$ cat src/hdl/lbg_pkg.sv
// shared types, constants and helper functions for the led bar graph painter
package lbg_pkg;

    localparam int unsigned RpmLimit  = 8000;
    localparam int unsigned RpmBand   = 1400;
    localparam int unsigned KmhLimit  = 167;
    localparam int unsigned KmhBand   = 24;
    // reciprocal of 56 scaled by 2^16, exact for differences below 1400
    localparam int unsigned RpmRecip  = 1171;

    localparam logic [5:0] BaseLeft   = 6'd56;
    localparam logic [5:0] BaseRight  = 6'd61;

    localparam logic REQ_RPM = 1'b0;
    localparam logic REQ_KMH = 1'b1;

    typedef struct packed {
        logic        bar_slot;
        logic [23:0] color;
        logic [4:0]  height;
    } job_t;

    typedef struct packed {
        logic full;
        logic empty;
    } q_stat_t;

    function automatic logic [23:0] band_color(input logic [2:0] band);
        logic [23:0] c;
        unique case (band)
            3'd0:    c = 24'h4444dd;
            3'd1:    c = 24'h00eeff;
            3'd2:    c = 24'h69d025;
            3'd3:    c = 24'hccbb33;
            3'd4:    c = 24'hff9900;
            3'd5:    c = 24'hff0000;
            3'd6:    c = 24'hff9999;
            default: c = 24'h000000;
        endcase
        return c;
    endfunction

    // height / 3 via multiply by 11 and shift, exact for heights below 32
    function automatic logic [3:0] div3(input logic [4:0] h);
        logic [8:0] p;
        p = 9'(h) * 9'd11;
        return p[8:5];
    endfunction

endpackage

$ cat src/hdl/led_bar_graph_painter_top.sv
// led bar graph painter: one gauge reading in, 24 pixel writes out
// path: front stages s1-s3, queue, sequencer, output register; then one write per cycle
// throughput: bounded by the pixel sequencer, which draws one bar at a time at one write a cycle
// a queue between front end and sequencer lets readings be taken while a bar is drawn
// reset: rst_n clears all pipeline valids, the queue and the sequencer; no writes follow
// results carry no back-pressure and must be taken on the cycle result_valid is high
module led_bar_graph_painter_top
    import lbg_pkg::*;
#(
    parameter int QUEUE_DEPTH = 2
)
(
    input  logic        clk,
    input  logic        rst_n,
    input  logic        start,
    output logic        busy,
    input  logic        req_type,
    input  logic        bar_slot,
    input  logic [15:0] metric_value,
    output logic        result_valid,
    output logic [5:0]  led_index,
    output logic [23:0] led_color,
    output logic        frame_last
);

    q_stat_t qstat;
    logic    push, pop;
    job_t    push_job, pop_job;

    lbg_front u_front (
        .clk          (clk),
        .rst_n        (rst_n),
        .start        (start),
        .busy         (busy),
        .req_type     (req_type),
        .bar_slot     (bar_slot),
        .metric_value (metric_value),
        .qstat        (qstat),
        .push         (push),
        .push_job     (push_job)
    );

    lbg_queue #(
        .DEPTH (QUEUE_DEPTH)
    ) u_queue (
        .clk      (clk),
        .rst_n    (rst_n),
        .push     (push),
        .push_job (push_job),
        .pop      (pop),
        .pop_job  (pop_job),
        .qstat    (qstat)
    );

    lbg_back u_back (
        .clk          (clk),
        .rst_n        (rst_n),
        .qstat        (qstat),
        .pop_job      (pop_job),
        .pop          (pop),
        .result_valid (result_valid),
        .led_index    (led_index),
        .led_color    (led_color),
        .frame_last   (frame_last)
    );

    // commit mark only on a real transfer
    a_last_is_valid: assert property (@(posedge clk) disable iff (!rst_n)
        frame_last |-> result_valid)
        else $error("frame_last without result_valid");

    // the 24 writes of one bar come out without gaps
    a_bar_contiguous: assert property (@(posedge clk) disable iff (!rst_n)
        result_valid && !frame_last |=> result_valid)
        else $error("gap inside a bar");

    a_queue_status: assert property (@(posedge clk) disable iff (!rst_n)
        !(qstat.full && qstat.empty))
        else $error("queue full and empty at once");

    // the sequencer never takes a job from an empty queue
    a_pop_nonempty: assert property (@(posedge clk) disable iff (!rst_n)
        pop |-> !qstat.empty)
        else $error("pop on empty queue");

endmodule

$ cat src/hdl/lbg_front.sv
// front end: clamps the reading, finds colour band and bar height, feeds the queue
module lbg_front
    import lbg_pkg::*;
(
    input  logic        clk,
    input  logic        rst_n,
    input  logic        start,
    output logic        busy,
    input  logic        req_type,
    input  logic        bar_slot,
    input  logic [15:0] metric_value,
    input  q_stat_t     qstat,
    output logic        push,
    output job_t        push_job
);

    logic        s1_valid_reg, s2_valid_reg, s3_valid_reg;
    logic        s1_ready, s2_ready, s3_ready;

    logic        s1_type_reg, s1_slot_reg;
    logic [12:0] s1_val_reg;
    logic [2:0]  s1_band_reg;

    logic        s2_type_reg, s2_slot_reg;
    logic [10:0] s2_diff_reg;
    logic [2:0]  s2_band_reg;

    job_t        s3_job_reg;

    logic [12:0] s1_val_next;
    logic [2:0]  s1_band_next;
    logic [12:0] s2_offset;
    logic [12:0] s2_diff_full;
    logic [21:0] s3_prod;
    logic [4:0]  s3_height_next;

    assign s3_ready = !s3_valid_reg || !qstat.full;
    assign s2_ready = !s2_valid_reg || s3_ready;
    assign s1_ready = !s1_valid_reg || s2_ready;
    assign busy     = !s1_ready;
    assign push     = s3_valid_reg && !qstat.full;
    assign push_job = s3_job_reg;

    // clamp and band select
    always_comb
    begin
        if (req_type == REQ_RPM)
        begin
            s1_val_next = (metric_value > 16'(RpmLimit)) ? 13'(RpmLimit)
                                                         : metric_value[12:0];
            s1_band_next = 3'd0;
            for (int b = 1; b <= 5; b++)
            begin
                if (s1_val_next >= 13'(b * RpmBand))
                    s1_band_next = 3'(b);
            end
        end
        else
        begin
            s1_val_next = (metric_value > 16'(KmhLimit)) ? 13'(KmhLimit)
                                                         : metric_value[12:0];
            s1_band_next = 3'd0;
            for (int b = 1; b <= 6; b++)
            begin
                if (s1_val_next >= 13'(b * KmhBand))
                    s1_band_next = 3'(b);
            end
        end
    end

    // offset within the band
    always_comb
    begin
        if (s1_type_reg == REQ_RPM)
            s2_offset = 13'(s1_band_reg) * 13'(RpmBand);
        else
            s2_offset = 13'(s1_band_reg) * 13'(KmhBand);
        s2_diff_full = s1_val_reg - s2_offset;
    end

    // height: offset / 56 for rpm, offset itself for km/h
    always_comb
    begin
        s3_prod = 22'(s2_diff_reg) * 22'(RpmRecip);
        if (s2_type_reg == REQ_RPM)
            s3_height_next = s3_prod[20:16];
        else
            s3_height_next = s2_diff_reg[4:0];
    end

    always_ff @(posedge clk or negedge rst_n)
    begin
        if (!rst_n)
        begin
            s1_valid_reg <= 1'b0;
            s2_valid_reg <= 1'b0;
            s3_valid_reg <= 1'b0;
        end
        else
        begin
            if (s1_ready)
                s1_valid_reg <= start;
            if (s2_ready)
                s2_valid_reg <= s1_valid_reg;
            if (s3_ready)
                s3_valid_reg <= s2_valid_reg;
        end
    end

    always_ff @(posedge clk)
    begin
        if (s1_ready && start)
        begin
            s1_type_reg <= req_type;
            s1_slot_reg <= bar_slot;
            s1_val_reg  <= s1_val_next;
            s1_band_reg <= s1_band_next;
        end
        if (s2_ready && s1_valid_reg)
        begin
            s2_type_reg <= s1_type_reg;
            s2_slot_reg <= s1_slot_reg;
            s2_diff_reg <= s2_diff_full[10:0];
            s2_band_reg <= s1_band_reg;
        end
        if (s3_ready && s2_valid_reg)
        begin
            s3_job_reg.bar_slot <= s2_slot_reg;
            s3_job_reg.color    <= band_color(s2_band_reg);
            s3_job_reg.height   <= s3_height_next;
        end
    end

endmodule

$ cat src/hdl/lbg_queue.sv
// short job queue between the front end and the pixel sequencer
module lbg_queue
    import lbg_pkg::*;
#(
    parameter int DEPTH = 2
)
(
    input  logic    clk,
    input  logic    rst_n,
    input  logic    push,
    input  job_t    push_job,
    input  logic    pop,
    output job_t    pop_job,
    output q_stat_t qstat
);

    localparam int PTR_W = (DEPTH > 1) ? $clog2(DEPTH) : 1;
    localparam int CNT_W = $clog2(DEPTH + 1);

    job_t             entry_reg [DEPTH];
    logic [PTR_W-1:0] wr_ptr_reg, rd_ptr_reg;
    logic [CNT_W-1:0] count_reg;
    logic             do_push, do_pop;

    assign qstat.full  = (count_reg == CNT_W'(DEPTH));
    assign qstat.empty = (count_reg == '0);
    assign do_push     = push && !qstat.full;
    assign do_pop      = pop && !qstat.empty;
    assign pop_job     = entry_reg[rd_ptr_reg];

    always_ff @(posedge clk or negedge rst_n)
    begin
        if (!rst_n)
        begin
            wr_ptr_reg <= '0;
            rd_ptr_reg <= '0;
            count_reg  <= '0;
        end
        else
        begin
            if (do_push)
                wr_ptr_reg <= (wr_ptr_reg == PTR_W'(DEPTH - 1)) ? '0 : wr_ptr_reg + 1'b1;
            if (do_pop)
                rd_ptr_reg <= (rd_ptr_reg == PTR_W'(DEPTH - 1)) ? '0 : rd_ptr_reg + 1'b1;
            if (do_push && !do_pop)
                count_reg <= count_reg + 1'b1;
            else if (do_pop && !do_push)
                count_reg <= count_reg - 1'b1;
        end
    end

    always_ff @(posedge clk)
    begin
        if (do_push)
            entry_reg[wr_ptr_reg] <= push_job;
    end

endmodule

$ cat src/hdl/lbg_back.sv
// pixel sequencer: walks the 24 pixels of a bar and drives one write per cycle
module lbg_back
    import lbg_pkg::*;
(
    input  logic        clk,
    input  logic        rst_n,
    input  q_stat_t     qstat,
    input  job_t        pop_job,
    output logic        pop,
    output logic        result_valid,
    output logic [5:0]  led_index,
    output logic [23:0] led_color,
    output logic        frame_last
);

    logic        active_reg;
    logic [2:0]  slot_reg;
    logic [1:0]  col_reg;
    logic        bar_reg;
    logic [23:0] color_reg;
    logic [3:0]  h3_reg;
    logic [1:0]  rem_reg;

    logic        valid_reg, last_reg;
    logic [5:0]  index_reg;
    logic [23:0] pix_color_reg;

    logic        last_step;
    logic        lit;
    logic [2:0]  row;
    logic [23:0] pix_color;
    logic [5:0]  base;
    logic [5:0]  index_next;
    logic [3:0]  load_h3;
    logic [4:0]  load_h3x3;

    assign last_step = (slot_reg == 3'd7) && (col_reg == 2'd2);
    assign pop       = (!active_reg || last_step) && !qstat.empty;
    assign load_h3   = div3(pop_job.height);
    assign load_h3x3 = 5'(load_h3) + 5'({load_h3, 1'b0});

    // row order: lit rows up, cleared rows down, level row last (when not every row is lit)
    always_comb
    begin
        lit = ({1'b0, slot_reg} < h3_reg);
        if (lit)
        begin
            row       = slot_reg;
            pix_color = color_reg;
        end
        else if (slot_reg == 3'd7)
        begin
            row = h3_reg[2:0];
            unique case (col_reg)
                2'd1:    pix_color = (rem_reg == 2'd2) ? color_reg : 24'h0;
                2'd2:    pix_color = (rem_reg != 2'd0) ? color_reg : 24'h0;
                default: pix_color = 24'h0;
            endcase
        end
        else
        begin
            row       = 3'(4'd7 + h3_reg - {1'b0, slot_reg});
            pix_color = 24'h0;
        end
        base       = bar_reg ? BaseRight : BaseLeft;
        index_next = base + 6'(col_reg) - {row, 3'b000};
    end

    always_ff @(posedge clk or negedge rst_n)
    begin
        if (!rst_n)
        begin
            active_reg <= 1'b0;
            valid_reg  <= 1'b0;
            slot_reg   <= '0;
            col_reg    <= '0;
        end
        else
        begin
            valid_reg <= active_reg;
            if (pop)
            begin
                active_reg <= 1'b1;
                slot_reg   <= '0;
                col_reg    <= '0;
            end
            else if (active_reg)
            begin
                if (last_step)
                    active_reg <= 1'b0;
                if (col_reg == 2'd2)
                begin
                    col_reg  <= '0;
                    slot_reg <= slot_reg + 1'b1;
                end
                else
                    col_reg <= col_reg + 1'b1;
            end
        end
    end

    always_ff @(posedge clk)
    begin
        if (pop)
        begin
            bar_reg   <= pop_job.bar_slot;
            color_reg <= pop_job.color;
            h3_reg    <= load_h3;
            rem_reg   <= 2'(pop_job.height - load_h3x3);
        end
        index_reg     <= index_next;
        pix_color_reg <= pix_color;
        last_reg      <= last_step;
    end

    assign result_valid = valid_reg;
    assign led_index    = index_reg;
    assign led_color    = pix_color_reg;
    assign frame_last   = valid_reg && last_reg;

endmodule
$ cat config.mk
export PLATFORM = sky130hd
export DESIGN_NAME = led_bar_graph_painter_top
export DESIGN_NICKNAME = d
export VERILOG_FILES = /design/src/hdl/lbg_pkg.sv /design/src/hdl/led_bar_graph_painter_top.sv /design/src/hdl/lbg_front.sv /design/src/hdl/lbg_queue.sv /design/src/hdl/lbg_back.sv
export SDC_FILE = /design/constraint.sdc
export NUM_CORES = 1
export LEC_CHECK = 0
export ABC_AREA = 1
export BUFFER_PORTS_ARGS = -buffer_cell sky130_fd_sc_hd__buf_2
export CORE_MARGIN = 2
export CORE_UTILIZATION = 35
export CTS_CLUSTER_SIZE = 20
export DETAILED_ROUTE_END_ITERATION = 10
export GPL_TIMING_DRIVEN = 0
export PLACE_DENSITY = 0.48
export SETUP_SLACK_MARGIN = 0.02
export SKIP_LAST_GASP = 1
export SYNTH_ARGS = -nofsm -noshare
export SYNTH_HDL_FRONTEND = slang
export SYNTH_SLANG_ARGS = --single-unit
$ cat constraint.sdc
create_clock -name clk -period 4.7 [get_ports clk]
set_input_delay 0.705 -clock clk [delete_from_list [all_inputs] [get_ports clk]]
set_output_delay 0.705 -clock clk [all_outputs]
set_load 0.1 [all_outputs]
== Yosys cells after proc, flatten, opt, wreduce, memory -nomap -nowiden ==
Memories as Yosys holds them, arrays and structs flattened.
Cells that the tools add are included.

* Output and inout port bits: 33
* Memory bits (read-only): 0
* Bits of input ports: 21
* RAM bits: 60
* Latch bits: 0
* Flip-flop bits (word level): 138
* Logic and storage cells: 143
* Memories: 1

{| class="wikitable"
|+ Memories
! memory !! depth !! width !! rd ports !! clocked after Yosys merged registers in !! wr ports !! line !! text
|-
| u_queue.entry_reg || 2 || 30 || 1 || 0 || 1 || lbg_queue.sv:20 || <nowiki>job_t entry_reg [DEPTH];</nowiki>
|}

* Bitwise operators: 0
* Divide/modulo/power cells: 0
* Shifts and indexed selects: 0
* Add/subtract/negate cells: 13
* Eq/ne operators: 11
* Magnitude comparators: 14
* Reductions and logical operators: 31
* Multiplexer cells: 41
* Multipliers: 4

{| class="wikitable"
|+ Operators by type and width
! kind !! count
|-
| case mux 24 bit (7 select lines) || 1
|-
| two-way mux 24 bit || 4
|-
| case mux 24 bit (2 select lines) || 1
|-
| >= comparator 13 bit, second input constant || 3
|-
| >= comparator 13 x 7 -> 1 bit, second input constant || 3
|-
| two-way mux 3 bit || 12
|-
| two-way mux 13 bit || 2
|-
| two-way mux 11 bit || 2
|-
| multiplier 11 x 11 -> 21 bit, second input constant || 1
|-
| two-way mux 2 bit || 9
|-
| greater-than comparator 16 x 13 -> 1 bit, second input constant || 1
|-
| greater-than comparator 16 x 8 -> 1 bit, second input constant || 1
|-
| >= comparator 13 x 11 -> 1 bit, second input constant || 1
|-
| >= comparator 13 x 12 -> 1 bit, second input constant || 1
|-
| >= comparator 13 x 5 -> 1 bit, second input constant || 1
|-
| >= comparator 13 x 6 -> 1 bit, second input constant || 1
|-
| >= comparator 13 x 8 -> 1 bit, second input constant || 1
|-
| == test 3 bit, second input constant || 4
|-
| logical AND 1 bit || 11
|-
| subtractor 11 bit || 1
|-
| logical NOT 1 bit || 9
|-
| multiplier 5 x 4 -> 9 bit, second input constant || 1
|-
| two-way mux 1 bit || 9
|-
| multiplier 3 x 8 -> 8 bit, second input constant || 1
|-
| other kinds (22) || 33
|}

== Logic depth before layout (Yosys ltp) ==
* Depth after elaboration: 10
* Gate-level depth with buffers: 25
* Mapped depth without buffers: 23

== Cells and area by module ==
A second synthesis with hierarchy kept.

* Cell total of the unflattened synthesis: 963
* Area total of the unflattened synthesis: 10019.6 um^2

{| class="wikitable"
|+ By module, submodules not included
! module !! area each (um^2) !! times used !! seq. area each (um^2) !! cells an instance
|-
| lbg_front || 4818.4 || 1 || 1726.7 || 524
|-
| lbg_back || 2797.7 || 1 || 1726.7 || 251
|-
| lbg_queue || 2403.6 || 1 || 1901.8 || 188
|}

== Worst setup path after synthesis ==
No wires, ideal clock.

* Path kind: flip-flop to flip-flop
* Start point: register u_front.s2_diff_reg[1]
* End point: register u_front.s3_job_reg, in the netlist u_front.push_job[2] (data pin)
* Data arrival time: 3.600 ns
* Library setup time: 0.253 ns
* Stages on the path, launching flop included: 17
* Path slack: 0.847 ns
* Clock period less this slack: 3.853 ns
* Required time: 4.447 ns
* Buffers on the path: 0
* Cell sequence: edfxtp_1 ha_1 inv_1 fa_1 inv_1 fa_1 inv_1 fa_1 inv_1 ha_1 a21oi_1 o21ai_0 a21oi_1 nand2_1 or2_2 nand3_1 nand2_1

* Cells in the longest elaborated chain, start to end: 2

{| class="wikitable"
|+ RTL lines
! element !! line !! text
|-
| start: declaration || lbg_front.sv:25 || <nowiki>logic [10:0] s2_diff_reg;</nowiki>
|-
| start signal: assignment || lbg_front.sv:123 || <nowiki>s2_diff_reg <= s2_diff_full[10:0];</nowiki>
|-
| multiplier 11 x 11 -> 21 bit || lbg_front.sv:84 || <nowiki>s3_prod = 22'(s2_diff_reg) * 22'(RpmRecip);</nowiki>
|-
| two-way mux 5 bit || lbg_front.sv:85 || <nowiki>if (s2_type_reg == REQ_RPM)</nowiki>
|-
| named net u_front.s3_height_next[2] || lbg_front.sv:35 || <nowiki>logic [4:0] s3_height_next;</nowiki>
|-
| end: declaration || lbg_front.sv:28 || <nowiki>job_t s3_job_reg;</nowiki>
|}

The timed path passes the listed nets, and every way through them passes these cells.
A chain may end at the register's enable or synchronous reset.

== Final worst setup path ==
* Start point: register u_front.s2_diff_reg[4]
* End point: register u_front.s3_job_reg, in the netlist u_front.push_job[0] (data pin)

The elaborated chain is that of the path after synthesis.

==> metrics.txt <==
final setup vio count 0; fill count 2577; WL final 16100 um; max_cap viols 0; unrepaired setup endpoints after global routing no; required time worst endpoint 4.86 ns; Synth area leaders edfxtp_1 40%, ha_1 14%, nand2_1 8.8%; Gate Count Post-Synth 956; Max Clock Freq 0.2356 GHz; largest net degree at the start of global routing 28; port bufs 52; core area 26060 um2; met1 Use GR 0.1487; CTS max path bufs 2; Synth warnings 0; DP Wirelength 12360 um; critical path class register to register; Worst Tran Pin Value 0.9488 ns; Synthesized Nets 1104; initial antenna violation count 0; fin. max-slew vios 0; clock transition at the registers of the reported paths 0.07 ns; max reg flops 46; Die H 167.1 um; clock latency on the worst-skew pair 0.43 ns; status completed; crit-path max FO 5; Worst Skew 0.01489 ns; main flop type after synthesis edfxtp_1; nets 1178; Die Wd 167.1 um; Netlist cell types 41; GPL Wtd Cong 0.7940; HP Class input port to async pin; Die ar. 27920 um2; #FFs+latches synth 163; overflow left after global routing 0; share of post-route cells with drive strength above 1 0.1246; TritonCTS clock tree yes; crit path launch type register; CP endpoint kind register; async set or reset register ratio after synthesis 0.08589; CTS Sinks 163; post-synth top area cell edfxtp_1; vias in the first global route 5756; DR iter-0 viols 241; DR vias 6065; Post-Syn Area per Cell 9.737 um2; headroom to the max-slew limit 0.3667; Fin Setup TNS 0 ns; Final ANT Viol Nets 0; period utilization 0.9031; GR peak layer met2; Syn Std Cell Area 9309 um2; H-Tree Depth 4; Detailed Routing Iterations Pass 1 4; first-pass GRT wire length 27280 um; met2 Usage GRT 0.2179; antenna cell count 0; met3 global-route usage 0.02424; GRT Util Overall 0.1219; postcts setup bufs 0; Vias per Instance 4.401; WL/cell 11.68 um; Post-CTS Hold Buffers 0; Final Hold Viols 0; cts repair resizes 0; Post-synth EDFFs 125; Register Area 4584 um2; # IOs 54; effective utilization at floorplan 0.3572; Seq/Total Area, Yosys 0.4925; drt drc 0; Site Rows 59; area added between synthesis and finish 14.68%; Multi-input gate area 3968 um2; CTS buffer count 17; share of the synthesized area in the top cell type 0.4032; crit path time final 4.245 ns; clock root buffer clkbuf_16; Arr. time, crit path 4.41 ns
cell usage in the layout (no fill, tap or decap), types with 7 or more instances in the layout:
master	n
nand2_1	218
a21oi_1	35
dfrtp_1	14
fa_1	22
xor2_1	14
dfxtp_1	24
ha_1	105
clkbuf_16	17
buf_4	7
o21ai_0	43
buf_2	55
inv_1	170
nor2_2	9
edfxtp_1	125
clkinv_8	7
nand3_1	34
nand4_1	11
nor2_1	65
cell usage after synthesis (2+ instances only):
cell type	instances
a21oi_1	35
nand2_1	218
xnor2_1	5
nand3b_1	5
o21ai_1	2
nand3_1	34
inv_2	5
clkbuf_1	3
nand4_1	11
buf_2	3
or2_2	3
edfxtp_1	125
buf_6	2
dfrtp_1	14
buf_4	7
nor2_4	2
o21ai_0	43
xor2_1	14
dfxtp_1	24
inv_1	170
ha_1	105
a21oi_2	3
buf_1	2
nor2_2	7
fa_1	22
nor2_1	68
a21o_1	3
nand2_2	5
nor3_1	4
cell families after synthesis:
group / Yosys count / share of synthesized area
adders and majority gates: 127 / 0.1884
AOI/OAI and AO/OA: 92 / 0.05350
buffers and inverters: 193 / 0.08266
and+or+nand+nor: 361 / 0.1640
muxes: 1 / 0.001075
DFF: 163 / 0.4925
xor gates and xnor gates: 19 / 0.01788
routing by layer:
metal / vias to the layer above / share of wire
met5: - / 0
met4: 0 / 0.010
met3: 13 / 0.024
met2: 67 / 0.49
met1: 2726 / 0.47
li1: 3259 / -
final cells by class:
class	instances	share of cell area
multi-input cells	600	0.3717
repair buffers	55	0.02860
clock buffers	17	0.03985
flip-flops and latches	163	0.4294
well taps	335	0.03926
clock inverters	15	0.01910
plain buffers	17	0.01020
inverters	176	0.06188
per-stage QoR:
stage / utilization / cells / worst slack (ns) / instance area, um2 / hold WS, ns
after global placement: 0.3833 / 1343 / 0.4216 / 9988 / 0.4049
after CTS: 0.4095 / 1378 / 0.3832 / 10670 / 0.1681
after global routing: 0.4097 / 1378 / 0.08805 / 10680 / 0.1763
after floorplan: - / 956 / 0.8470 / 9309 / 0.4003
after detailed placement: 0.3853 / 1346 / 0.4530 / 10040 / 0.4062
final: 0.4097 / 1378 / 0.4553 / 10680 / 0.1742
worst max-delay path, cell delays in order, from the launching register on:
cell      delay (ns)
edfxtp_1        0.52
ha_1            0.38
inv_1           0.07
fa_1            0.54
inv_1           0.06
fa_1            0.54
inv_1           0.06
fa_1            0.52
inv_1           0.04
ha_1            0.32
a21oi_1         0.18
a21boi_0        0.29
nor2_1          0.07
nor2_1          0.08
nand2_1         0.06
xnor2_1         0.15
o21ai_0         0.10
path summary, 6_finish.rpt:
path | from | end | slack, ns | cells past startpoint
max | u_front.s2_diff_reg[4]$_DFFE_PP_ | u_front.push_job[0]$_DFFE_PP_ | 0.46 | 16
min | rst_n | u_back.col_reg[0]$_DFFE_PN0P_ | 0.17 | 1
max reg2reg | u_front.s2_diff_reg[4]$_DFFE_PP_ | u_front.push_job[0]$_DFFE_PP_ | 0.46 | 16
min reg2reg | u_front.s1_val_reg[0]$_DFFE_PP_ | u_front.s2_diff_reg[0]$_DFFE_PP_ | 0.43 | 0
max in group asynchronous | rst_n | u_queue.rd_ptr_reg$_DFFE_PN0P_ | 4.26 | 1
min in group clk | u_front.s1_val_reg[0]$_DFFE_PP_ | u_front.s2_diff_reg[0]$_DFFE_PP_ | 0.43 | 0
Power is not shown: default switching activity piles up to over one toggle a cycle in this logic, so the estimate is an artifact.
